[config.mk]
export PLATFORM = sky130hd
export DESIGN_NAME = dacf_ram
export DESIGN_NICKNAME = d
export VERILOG_FILES = /design/src/hdl/dacf_ram.sv
export SDC_FILE = /design/constraint.sdc
export NUM_CORES = 1
export LEC_CHECK = 0
export ABC_AREA = 1
export BUFFER_PORTS_ARGS = -buffer_cell sky130_fd_sc_hd__buf_2
export CAP_MARGIN = 10
export CORE_ASPECT_RATIO = 1.2
export CORE_MARGIN = 5
export CORE_UTILIZATION = 61
export CTS_CLUSTER_DIAMETER = 30
export CTS_CLUSTER_SIZE = 28
export DETAILED_ROUTE_END_ITERATION = 7
export MAX_ROUTING_LAYER = met4
export PLACE_DENSITY = 0.81
export SYNTH_ARGS = -nofsm -noshare
export SYNTH_HDL_FRONTEND = slang
export SYNTH_SLANG_ARGS = --single-unit
[constraint.sdc]
create_clock -name clk -period 2.75 [get_ports clk]
set_input_delay 0.825 -clock clk [delete_from_list [all_inputs] [get_ports clk]]
set_output_delay 0.825 -clock clk [all_outputs]
set_load 0.02 [all_outputs]
[src/hdl/dacf_ram.sv]
// Generic single-port RAM with registered read data.
// Width and depth come from parameters; no other dependencies.
`default_nettype none

module dacf_ram #(
  parameter int WIDTH = 8,
  parameter int DEPTH = 16
) (
  input  wire logic                                     clk,
  input  wire logic                                     we,
  input  wire logic [((DEPTH > 1) ? $clog2(DEPTH) : 1)-1:0] addr,
  input  wire logic [WIDTH-1:0]                         wdata,
  output logic      [WIDTH-1:0]                         rdata
);

  logic [WIDTH-1:0] mem [DEPTH];

  // Write on enable, read every cycle
  always_ff @(posedge clk) begin
    if (we) begin
      mem[addr] <= wdata;
    end
    rdata <= mem[addr];
  end

endmodule

`default_nettype wire

== Yosys cells after proc, flatten, opt, wreduce, memory -nomap -nowiden ==
Memory sizes are Yosys's and may differ from the RTL's. A register that Yosys moved wholly into a read port is not among the register bits.
Index checks and enable logic that the tools add are counted.

* Muxes and demuxes: 2

{| class="wikitable"
|+ Operators with widths
! operator !! number
|-
| 1-bit 2-to-1 mux || 2
|}

* Memories kept: 1
* Word-level logic and storage cells: 3
* Input port bits: 14
* Flip-flop bits (word level): 0
* RAM bits: 128

{| class="wikitable"
|+ Memories
! name !! depth !! bits a word !! rd ports !! clocked after memory_dff !! write ports !! RTL line !! text
|-
| mem || 16 || 8 || 1 || 1 || 1 || 16 || <nowiki>logic [WIDTH-1:0] mem [DEPTH];</nowiki>
|}

== Depth between registers and ports, before layout ==
Gate-level depths: netlist (run 1).

* Depth after elaboration: 2
* Depth in mapped cells: 11
* Depth with buffers taken out: 9

== Least setup slack after synthesis (run 1) ==
Ideal clock, no wire load.

* Path type: input -> register
* From: in addr[1] (netlist name)
* To: mem mem[3][0], enable pin
* Setup slack: 0.548 ns
* Required time: 2.380 ns
* Stages: 4
* Library setup time: 0.370 ns
* Arrival: 1.832 ns
* Cells stage by stage: buf_2 > clkbuf_1 > nand3_1 > nor2_1

{| class="wikitable"
|+ RTL lines
! element !! RTL line !! text
|-
| from (decl) || 11 || <nowiki>input wire logic [((DEPTH > 1) ? $clog2(DEPTH) : 1)-1:0] addr,</nowiki>
|-
| to (decl) || 16 ||
|}

No word-level cell before the write port.

== Worst setup path in the final report (run 1) ==
* From: reg rdata[6], read port of mem
* To: out rdata[6]

{| class="wikitable"
|+ RTL lines
! element !! RTL line !! text
|-
| from (decl) || 13 || <nowiki>output logic [WIDTH-1:0] rdata</nowiki>
|}

No word-level cell between the ends.

==> metrics.md, run 1 <==
| Metric | Value |
|---|---|
| Adder-Cell Fraction of Synth Area | `0%` |
| Final WL | `11,700 microns` |
| Slowest stage delay, CP | `0.31 ns` |
| Total GRT Usage | `23.2%` |
| Slew headroom | `between 50% and 60%` |
| Family with the most delay on the worst path | `flip-flops` |
| Internal power | `3.89 mW` |
| Initial Utilization | `62.2%` |
| DPL Wire Length | `7240 microns` |
| CP required | `1.93 ns` |
| Slew at the pin with the worst max-slew slack | `0.655 ns` |
| Setup violations, final | `0` |
| Root buffer cell | `clkbuf_8` |
| Max_cap viols | `0` |
| Initial antenna violation count | `0` |
| Largest net degree at the start of global routing | `between 40 and 50` |
| Drt initial violations | `421` |
| 1st-pass router iterations | `5` |
| Area grow syn2layout | `16.3%` |
| RSZ-0062 raised after global routing | `false` |
| DR vias/cell | `5.26` |
| Core footprint | `8990 sq um` |
| Post-synthesis mux area share | `0%` |
| Syn Nets | `between 500 and 600` |
| CP Max Fanout | `1` |
| RD Place Congestion | `0.903` |
| Post-CTS Hold Fix Bufs | `0` |
| Static Leak | `2.84 nW` |
| Yosys warns | `0` |
| CP startpoint kind | `flip-flop` |
| Fraction of layout cells with a size suffix above 1 | `12.3%` |
| CTS tree | `done` |
| Drt drc | `0` |
| Final min period | `1.80 ns` |
| Post-Synthesis Cells | `548` |
| Max-slew violations | `0` |
| Clk network pwr share | `46.6%` |
| XOR/XNOR share of the synthesized area | `0%` |
| Flop pwr share | `47.4%` |
| Synth Area in Simple Gates | `24.8%` |
| Critical-path top delay cell | `dfxtp_1` |
| Comb power frac | `approximately 6%` |
| I/O Buffers | `21` |
| Synth cell types | `11` |
| N_diodes | `0` |
| Max H-tree Level | `4` |
| Number of cells upsized or downsized after cts | `0` |
| Clock net sink count | `between 100 and 150` |
| Die outline height | `115 microns` |
| Hold slack | `0.720 ns` |
| Status | `finished clean` |
| Post-CTS Setup Bufs | `0` |
| Hold Vio Cnt, Final | `0` |
| # IOs | `22` |
| Largest family of logic cells by synthesized area | `simple AND/OR/NAND/NOR gates` |
| Synthesized flop and latch total | `136` |
| Post-synth EDFFs | `roughly 130` |
| Num CTS Buffers | `17` |
| Clock tree buffer depth | `2` |
| Nets | `603` |
| Ys async rst share | `0%` |
| Switch Pwr | `1.03 mW` |
| Endpoint class of the critical path | `primary output` |
| Peak supply drop | `just over 0.0008 V` |
| Chip width | `~97 microns` |
| Compound-Gate Fraction of Synth Area | `0%` |
| GR Overflow Total | `0` |
| WP buf/inv | `1` |
| Register area share after synthesis | `71.6%` |
| Latest clock arrival within the worst-skew pair | `0.52 ns` |
| Final worst-path cycle share | `65.6%` |
| CP Cell Sequence | `buf_2` |
| Detailed-route via count | `3,800` |
| Most common cell in the netlist | `nand2_1` |
| Syn_area_per_cell | `just over 10 sq um` |
| Num rows | `38` |
| Antenna viol nets, final | `0` |
| WL per Instance | `16.2 microns` |
| Cell type with the largest total area after synthesis | `edfxtp_1` |
| R2R Setup Slk | `1.72 ns` |
| Clk pin slew, worst setup/hold paths | `0.06 ns` |
| Clock Skew | `~0.0093 ns` |
| Switch share | `20.9%` |
| Vias in the first global route | `3,672` |
| Ys flop type | `edfxtp_1` |
| Fmax | `554 MHz` |
| PD cells | `755 nW/um^2` |
| Die area | `11,200 sq um` |
| Commonest cells in the netlist | `nand2_1, edfxtp_1, inv_1` |
| Setup_tns | `0 ns` |
| Synthesized cell area | `5590 sq um` |
| First-pass GRT wire length | `roughly 19,000 microns` |
| Crit Path Class | `flip-flop to primary output` |
| Share of the synthesized area in the top cell type | `68.7%` |
| Hold Crit Class | `flip-flop to flip-flop` |
| Most area-consuming cells after synthesis | `edfxtp_1, nand2_1, dfxtp_1` |
| CP arrival | `0.98 ns` |
layout by cell type, fill, tap and decap left out:
cell type,n
inv_2,1
clkbuf_16,16
inv_1,21
nor2_1,18
nand3_1,4
clkinv_4,1
clkinv_2,4
clkinv_1,2
clkbuf_1,1
buf_4,22
clkinvlp_4,2
edfxtp_1,128
clkbuf_8,2
dfxtp_1,8
nand2_1,346
inv_6,1
bufinv_16,4
buf_2,21
path summary, 6_finish.rpt:
path | from | end | cells past startpoint
setup reg to reg | mem[4][1] | rdata[1] | 8
hold reg to reg | mem[14][6] | rdata[6] | 8
hold / removal | mem[14][6] | rdata[6] | 8
setup / recovery | rdata[6] | rdata[6] | 1
power groups by stage:
stage,registers (mW),clock network [mW],logic [mW]
6_report,2.33,2.29,0.292
5_1_grt,2.33,2.43,0.328
4_1_cts,2.33,2.31,0.292
3_5_place_dp,2.37,0,0.289
3_3_place_gp,2.37,0,0.285
2_1_floorplan,2.39,0,0.160
registers in the layout (all words and copies together), names as in the netlist:
signal  cells
mem       128
rdata       8
logic make-up after synthesis:
group                  count (synthesis)
AND/OR/NAND/NOR                      368
flip-flops                           136
buffers and inverters                 44
through the flow:
step | util [%] | worst slack [ns] | power (mW) | cells | cell area [sq um]
2_1_floorplan | - | 0.548 | 2.55 | 548 | 5590
3_3_place_gp | 65.6 | 0.512 | 2.66 | 690 | 5900
3_5_place_dp | 65.6 | 0.498 | 2.66 | 690 | 5900
4_1_cts | 72.4 | 0.928 | 4.93 | 722 | 6500
5_1_grt | 72.4 | 0.898 | 5.09 | 722 | 6500
6_report | 72.4 | 0.946 | 4.91 | 722 | 6500
final cells by class:
type                            instances  area, sq um
Inverter                               23         86.3
Timing Repair Buffer                   43          270
Clock inverter                         13          176
Clock buffer                           19          432
Fill cell                             588         2480
Tap cell                              120          150
Sequential cell                       136         4000
Multi-Input combinational cell        368         1390
layer usage:
metal	wire length, microns	vias up	global-route usage (%)	share of wire, %
met1	4400	1761	26.9	38
met5	0	-	-	0
met4	274	0	8.49	2.3
met2	6040	179	39.9	52
li1	-	1834	-	-
met3	952	26	5.46	8.2
(Power assumes the default switching activity.)
==> inputs of run 2 (changes only) <==
==> constraint.sdc (replaced) <==
create_clock -name clk -period 1.7 [get_ports clk]
set_input_delay 0.51 -clock clk [delete_from_list [all_inputs] [get_ports clk]]
set_output_delay 0.51 -clock clk [all_outputs]
set_load 0.02 [all_outputs]
==> metrics.md, run 2 (same netlist as run 1, synthesis figures left out) <==
| Metric | Value |
|---|---|
| Initial antenna violation count | `1` |
| Latest clock arrival within the worst-skew pair | `0.52 ns` |
| Core footprint | `8990 sq um` |
| Fmax | `between 600 and 700 MHz` |
| Clock net sink count | `136` |
| Status | `finished clean` |
| Family with the most delay on the worst path | `flip-flops` |
| Endpoint class of the critical path | `primary output` |
| WP buf/inv | `1` |
| Flop pwr share | `47.6%` |
| Hold slack | `0.410 ns` |
| PD cells | `1190 nW/um^2` |
| Final worst-path cycle share | `89.5%` |
| Num rows | `38` |
| Flip-flop count of the largest register after layout | `128` |
| Slew headroom | `74.3%` |
| Peak supply drop | `0.00103 V` |
| Drt drc | `0` |
| Largest Register | `mem` |
| CTS tree | `done` |
| Hold Crit Class | `input pin to flip-flop` |
| Crit Path Class | `flip-flop to primary output` |
| 1st-pass router iterations | `5` |
| Switch share | `20.4%` |
| DPL Wire Length | `7280 microns` |
| RSZ-0062 raised after global routing | `false` |
| Top Registers | `mem: 128 flops, rdata: 8 flops` |
| Max_cap viols | `0` |
| Drt initial violations | `approximately 440` |
| # IOs | `22` |
| CP startpoint kind | `flip-flop` |
| CP Max Fanout | `1` |
| Most frequent cells in the layout | `nand2_1, edfxtp_1, inv_1, buf_2, buf_4` |
| Post-CTS Hold Fix Bufs | `0` |
| Clock tree buffer depth | `2` |
| Chip width | `just under 100 microns` |
| Static Leak | `just under 3 nW` |
| GR Overflow Total | `0` |
| Die area | `11,200 sq um` |
| Largest net degree at the start of global routing | `between 40 and 50` |
| CP required | `between 1 and 1.5 ns` |
| CP Cell Sequence | `buf_2` |
| Number of cells upsized or downsized after cts | `0` |
| Total GRT Usage | `approximately a quarter` |
| Post-CTS Setup Bufs | `0` |
| Clk network pwr share | `46.1%` |
| I/O Buffers | `21` |
| WL per Instance | `between 15 and 20 microns` |
| Clock Skew | `0.00612 ns` |
| Clk pin slew, worst setup/hold paths | `0.06 ns` |
| Internal power | `6.31 mW` |
| First-pass GRT wire length | `~19,000 microns` |
| Detailed-route via count | `between 3,000 and 4,000` |
| Final worst slack | `0.178 ns` |
| Final min period | `between 1.5 and 2 ns` |
| Root buffer cell | `clkbuf_8` |
| Setup violations, final | `0` |
| Slew at the pin with the worst max-slew slack | `0.385 ns` |
| Area grow syn2layout | `19.5%` |
| CP arrival | `1.01 ns` |
| RD Place Congestion | `slightly above 0.8` |
| Antenna viol nets, final | `0` |
| Hold Vio Cnt, Final | `0` |
| Die outline height | `115 microns` |
| Initial Utilization | `62.2%` |
| Critical-path top delay cell | `dfxtp_1` |
| Nets | `609` |
| Slowest stage delay, CP | `0.33 ns` |
| Max H-tree Level | `4` |
| Num CTS Buffers | `17` |
| DR vias/cell | `5.32` |
| Vias in the first global route | `slightly below 4,000` |
| Final WL | `roughly 12,000 microns` |
| Fraction of layout cells with a size suffix above 1 | `14.5%` |
| Switch Pwr | `1.62 mW` |
| Comb power frac | `6.3%` |
| DP Worst Slack | `around 0.015 ns` |
| Commonest non-fill, non-tap cell in the layout | `nand2_1` |
| Max-slew violations | `0` |
run 2: per-layer routing:
metal	part of all wire, %	track usage, %	up-vias
met3	6.2	7.46	21
met2	53	40.5	149
met4	2.1	8.03	0
li1	-	-	1847
met1	39	27.5	1862
met5	0	-	-
run 2: power by group through the flow:
stage	Combinational (mW)	Clock [mW]	Sequential [mW]
2_1_floorplan	0.264	0	3.87
3_3_place_gp	0.479	0	3.84
3_5_place_dp	0.491	0	3.84
4_1_cts	0.502	3.68	3.77
5_1_grt	0.557	3.86	3.78
6_report	0.500	3.65	3.77
run 2: path summary, 6_finish.rpt:
path	from	to	slack, ns	cells after the start
worst min-delay path	wdata[6]	mem[13][6]	0.41	1
worst min register to register	mem[8][0]	rdata[0]	0.70	8
worst max-delay path	rdata[6]	rdata[6]	0.18	1
worst max register to register	mem[5][7]	rdata[7]	0.67	8
run 2: worst reg2reg max path, delay by kind of cell (launching register included):
kind / cells / cell delay [ns]
AND/OR/NAND/NOR: 7 / 0.45
flip-flops: 1 / 0.40
buffers and inverters: 1 / 0.08
run 2: per-stage QoR:
step           area [sq um]  TNS (ns)  std cells  utilization (%)  total power [mW]
2_1_floorplan          5620    -12.01        548                -              4.13
3_3_place_gp           6080         0        696             67.7              4.31
3_5_place_dp           6080         0        696             67.7              4.33
4_1_cts                6680         0        728             74.3              7.95
5_1_grt                6680         0        729             74.4              8.20
6_report               6680         0        729             74.4              7.93
run 2: final cells by class:
| type | instances | area, sq um |
|---|---|---|
| antenna | 1 | 2.50 |
| clock buffer | 23 | 447 |
| multi-input combinational | 368 | 1420 |
| inverter | 23 | 86.3 |
| clock inverter | 9 | 148 |
| sequential | 136 | 4000 |
| timing repair buffer | 49 | 428 |
| fill | 565 | 2300 |
| tap | 120 | 150 |
==> inputs of run 3 (changes only) <==
--- a/config.mk
+++ b/config.mk
@@ -10,12 +10,12 @@
 export CAP_MARGIN = 10
 export CORE_ASPECT_RATIO = 1.2
 export CORE_MARGIN = 5
-export CORE_UTILIZATION = 61
+export CORE_UTILIZATION = 35
 export CTS_CLUSTER_DIAMETER = 30
 export CTS_CLUSTER_SIZE = 28
 export DETAILED_ROUTE_END_ITERATION = 7
 export MAX_ROUTING_LAYER = met4
-export PLACE_DENSITY = 0.81
+export PLACE_DENSITY = 0.52
 export SYNTH_ARGS = -nofsm -noshare
 export SYNTH_HDL_FRONTEND = slang
 export SYNTH_SLANG_ARGS = --single-unit
==> metrics.md, run 3 (same netlist as run 1, synthesis figures left out) <==
| Metric | Value |
|---|---|
| # IOs | `22` |
| WP buf/inv | `1` |
| Most frequent cells in the layout | `nand2_1, edfxtp_1, inv_1, buf_2, buf_4` |
| Clk pin slew, worst setup/hold paths | `0.06 ns` |
| Crit Path Class | `flip-flop to primary output` |
| Fmax | `718 MHz` |
| Endpoint class of the critical path | `primary output` |
| GR Overflow Total | `0` |
| Commonest non-fill, non-tap cell in the layout | `nand2_1` |
| Num CTS Buffers | `17` |
| Nets | `610` |
| CP required | `1.19 ns` |
| Setup violations, final | `0` |
| CP Cell Sequence | `buf_2` |
| Final WL | `between 10,000 and 15,000 microns` |
| R2R Setup Slk | `0.71 ns` |
| Slew at the pin with the worst max-slew slack | `0.416 ns` |
| Hold Path End | `mem[11][0]` |
| Total GRT Usage | `between 10% and 20%` |
| Hold Vio Cnt, Final | `0` |
| CP Max Fanout | `1` |
| Num rows | `50` |
| First-pass GRT wire length | `20,000 microns` |
| Fraction of layout cells with a size suffix above 1 | `14.3%` |
| Post-CTS Hold Fix Bufs | `0` |
| Root buffer cell | `clkbuf_16` |
| Post-CTS Setup Bufs | `0` |
| Area grow syn2layout | `20.6%` |
| Flip-flop count of the largest register after layout | `128` |
| Worst Reg-to-Reg Cells | `8` |
| Number of cells upsized or downsized after cts | `0` |
| CP arrival | `a little under 0.9 ns` |
| Initial antenna violation count | `0` |
| Clock net sink count | `136` |
| PD cells | `roughly 1100 nW/um^2` |
| Worst r2r dst | `rdata[5]` |
| CTS tree | `done` |
| Slowest stage delay, CP | `roughly 0.31 ns` |
| Max_cap viols | `0` |
| Max H-tree Level | `4` |
| DPL Wire Length | `8230 microns` |
| Critical-path top delay cell | `dfxtp_1` |
| Total power | `roughly 7.6 mW` |
| Reg-to-reg critical path startpoint | `mem[7][5]` |
| Static Leak | `between 2 and 3 nW` |
| I/O Buffers | `21` |
| N_diodes | `0` |
| Peak supply drop | `0.000609 V` |
| Drt initial violations | `159` |
| RSZ-0062 raised after global routing | `false` |
| Post-layout util | `43.1%` |
| RD Place Congestion | `0.844` |
| Die outline height | `148 microns` |
| Worst hold path startpoint | `wdata[0]` |
| Die area | `18,600 sq um` |
| Final min period | `1.39 ns` |
| Core footprint | `15,600 sq um` |
| Final worst-path cycle share | `81.9%` |
| Hold slack | `around 0.51 ns` |
| Antenna viol nets, final | `0` |
| Status | `finished clean` |
| Chip width | `around 130 microns` |
| 1st-pass router iterations | `4` |
| Clock Skew | `approximately 0.012 ns` |
| Largest Register | `mem` |
| Family with the most delay on the worst path | `flip-flops` |
| Max-slew violations | `0` |
| Latest clock arrival within the worst-skew pair | `0.42 ns` |
| Clock tree buffer depth | `2` |
| Drt drc | `0` |
| Top Registers | `mem: 128 flops, rdata: 8 flops` |
| WL per Instance | `15.3 microns` |
| Initial Utilization | `35.8%` |
| Worst hold stages | `1` |
| DP Worst Slack | `-0.0591 ns` |
| DR vias/cell | `4.49` |
| Slew headroom | `72.2%` |
| Vias in the first global route | `3,727` |
| Final worst slack | `a little over 0.3 ns` |
| CP startpoint kind | `flip-flop` |
| Largest net degree at the start of global routing | `44` |
| Detailed-route via count | `~3,700` |
| Hold Crit Class | `input pin to flip-flop` |
-- run 3: cell count changes in the layout (fill, tap and decap cells not counted), sizes merged --
cell / change
clkbuf: +5
bufinv: -3
clkinv: -2
buf: +1
diode: -1
-- run 3: area by class of cell --
class | count | area [sq um]
Clock inverter | 4 | 45.0
Fill cell | 1534 | 8900
Multi-Input combinational cell | 368 | 1420
Sequential cell | 136 | 4000
Timing Repair Buffer | 50 | 435
Tap cell | 208 | 260
Clock buffer | 28 | 497
Inverter | 23 | 86.3
-- run 3: per-layer routing --
layer / track usage (%) / up-vias / share of wire, %
li1: - / 1844 / -
met1: 16.7 / 1729 / 44
met2: 25.2 / 80 / 50
met3: 3.88 / 16 / 4.0
met4: 5.69 / 0 / 2.0
met5: - / - / 0
-- run 3: worst max path at each step --
stage / start / endpoint / cells after the start
after floorplan: addr[1] / mem[0][0] / 5
after global placement: addr[1] / mem[1][2] / 5
after detailed placement: addr[1] / mem[9][7] / 4
after CTS: rdata[1] / rdata[1] / 1
after global routing: rdata[1] / rdata[1] / 1
final: rdata[1] / rdata[1] / 1
-- run 3: power breakdown --
part           internal [mW]  switching (mW)  total [mW]
combinational          0.145           0.351       0.497
sequential              3.75          0.0184        3.77
clock                   2.12            1.23        3.35
-- run 3: metrics by stage --
step	TNS, ns	cells	cell area (sq um)
after floorplan	-12.01	548	5620
after global placement	0	785	6200
after detailed placement	-0.562	785	6200
after CTS	0	817	6740
after global routing	0	817	6740
final	0	817	6740
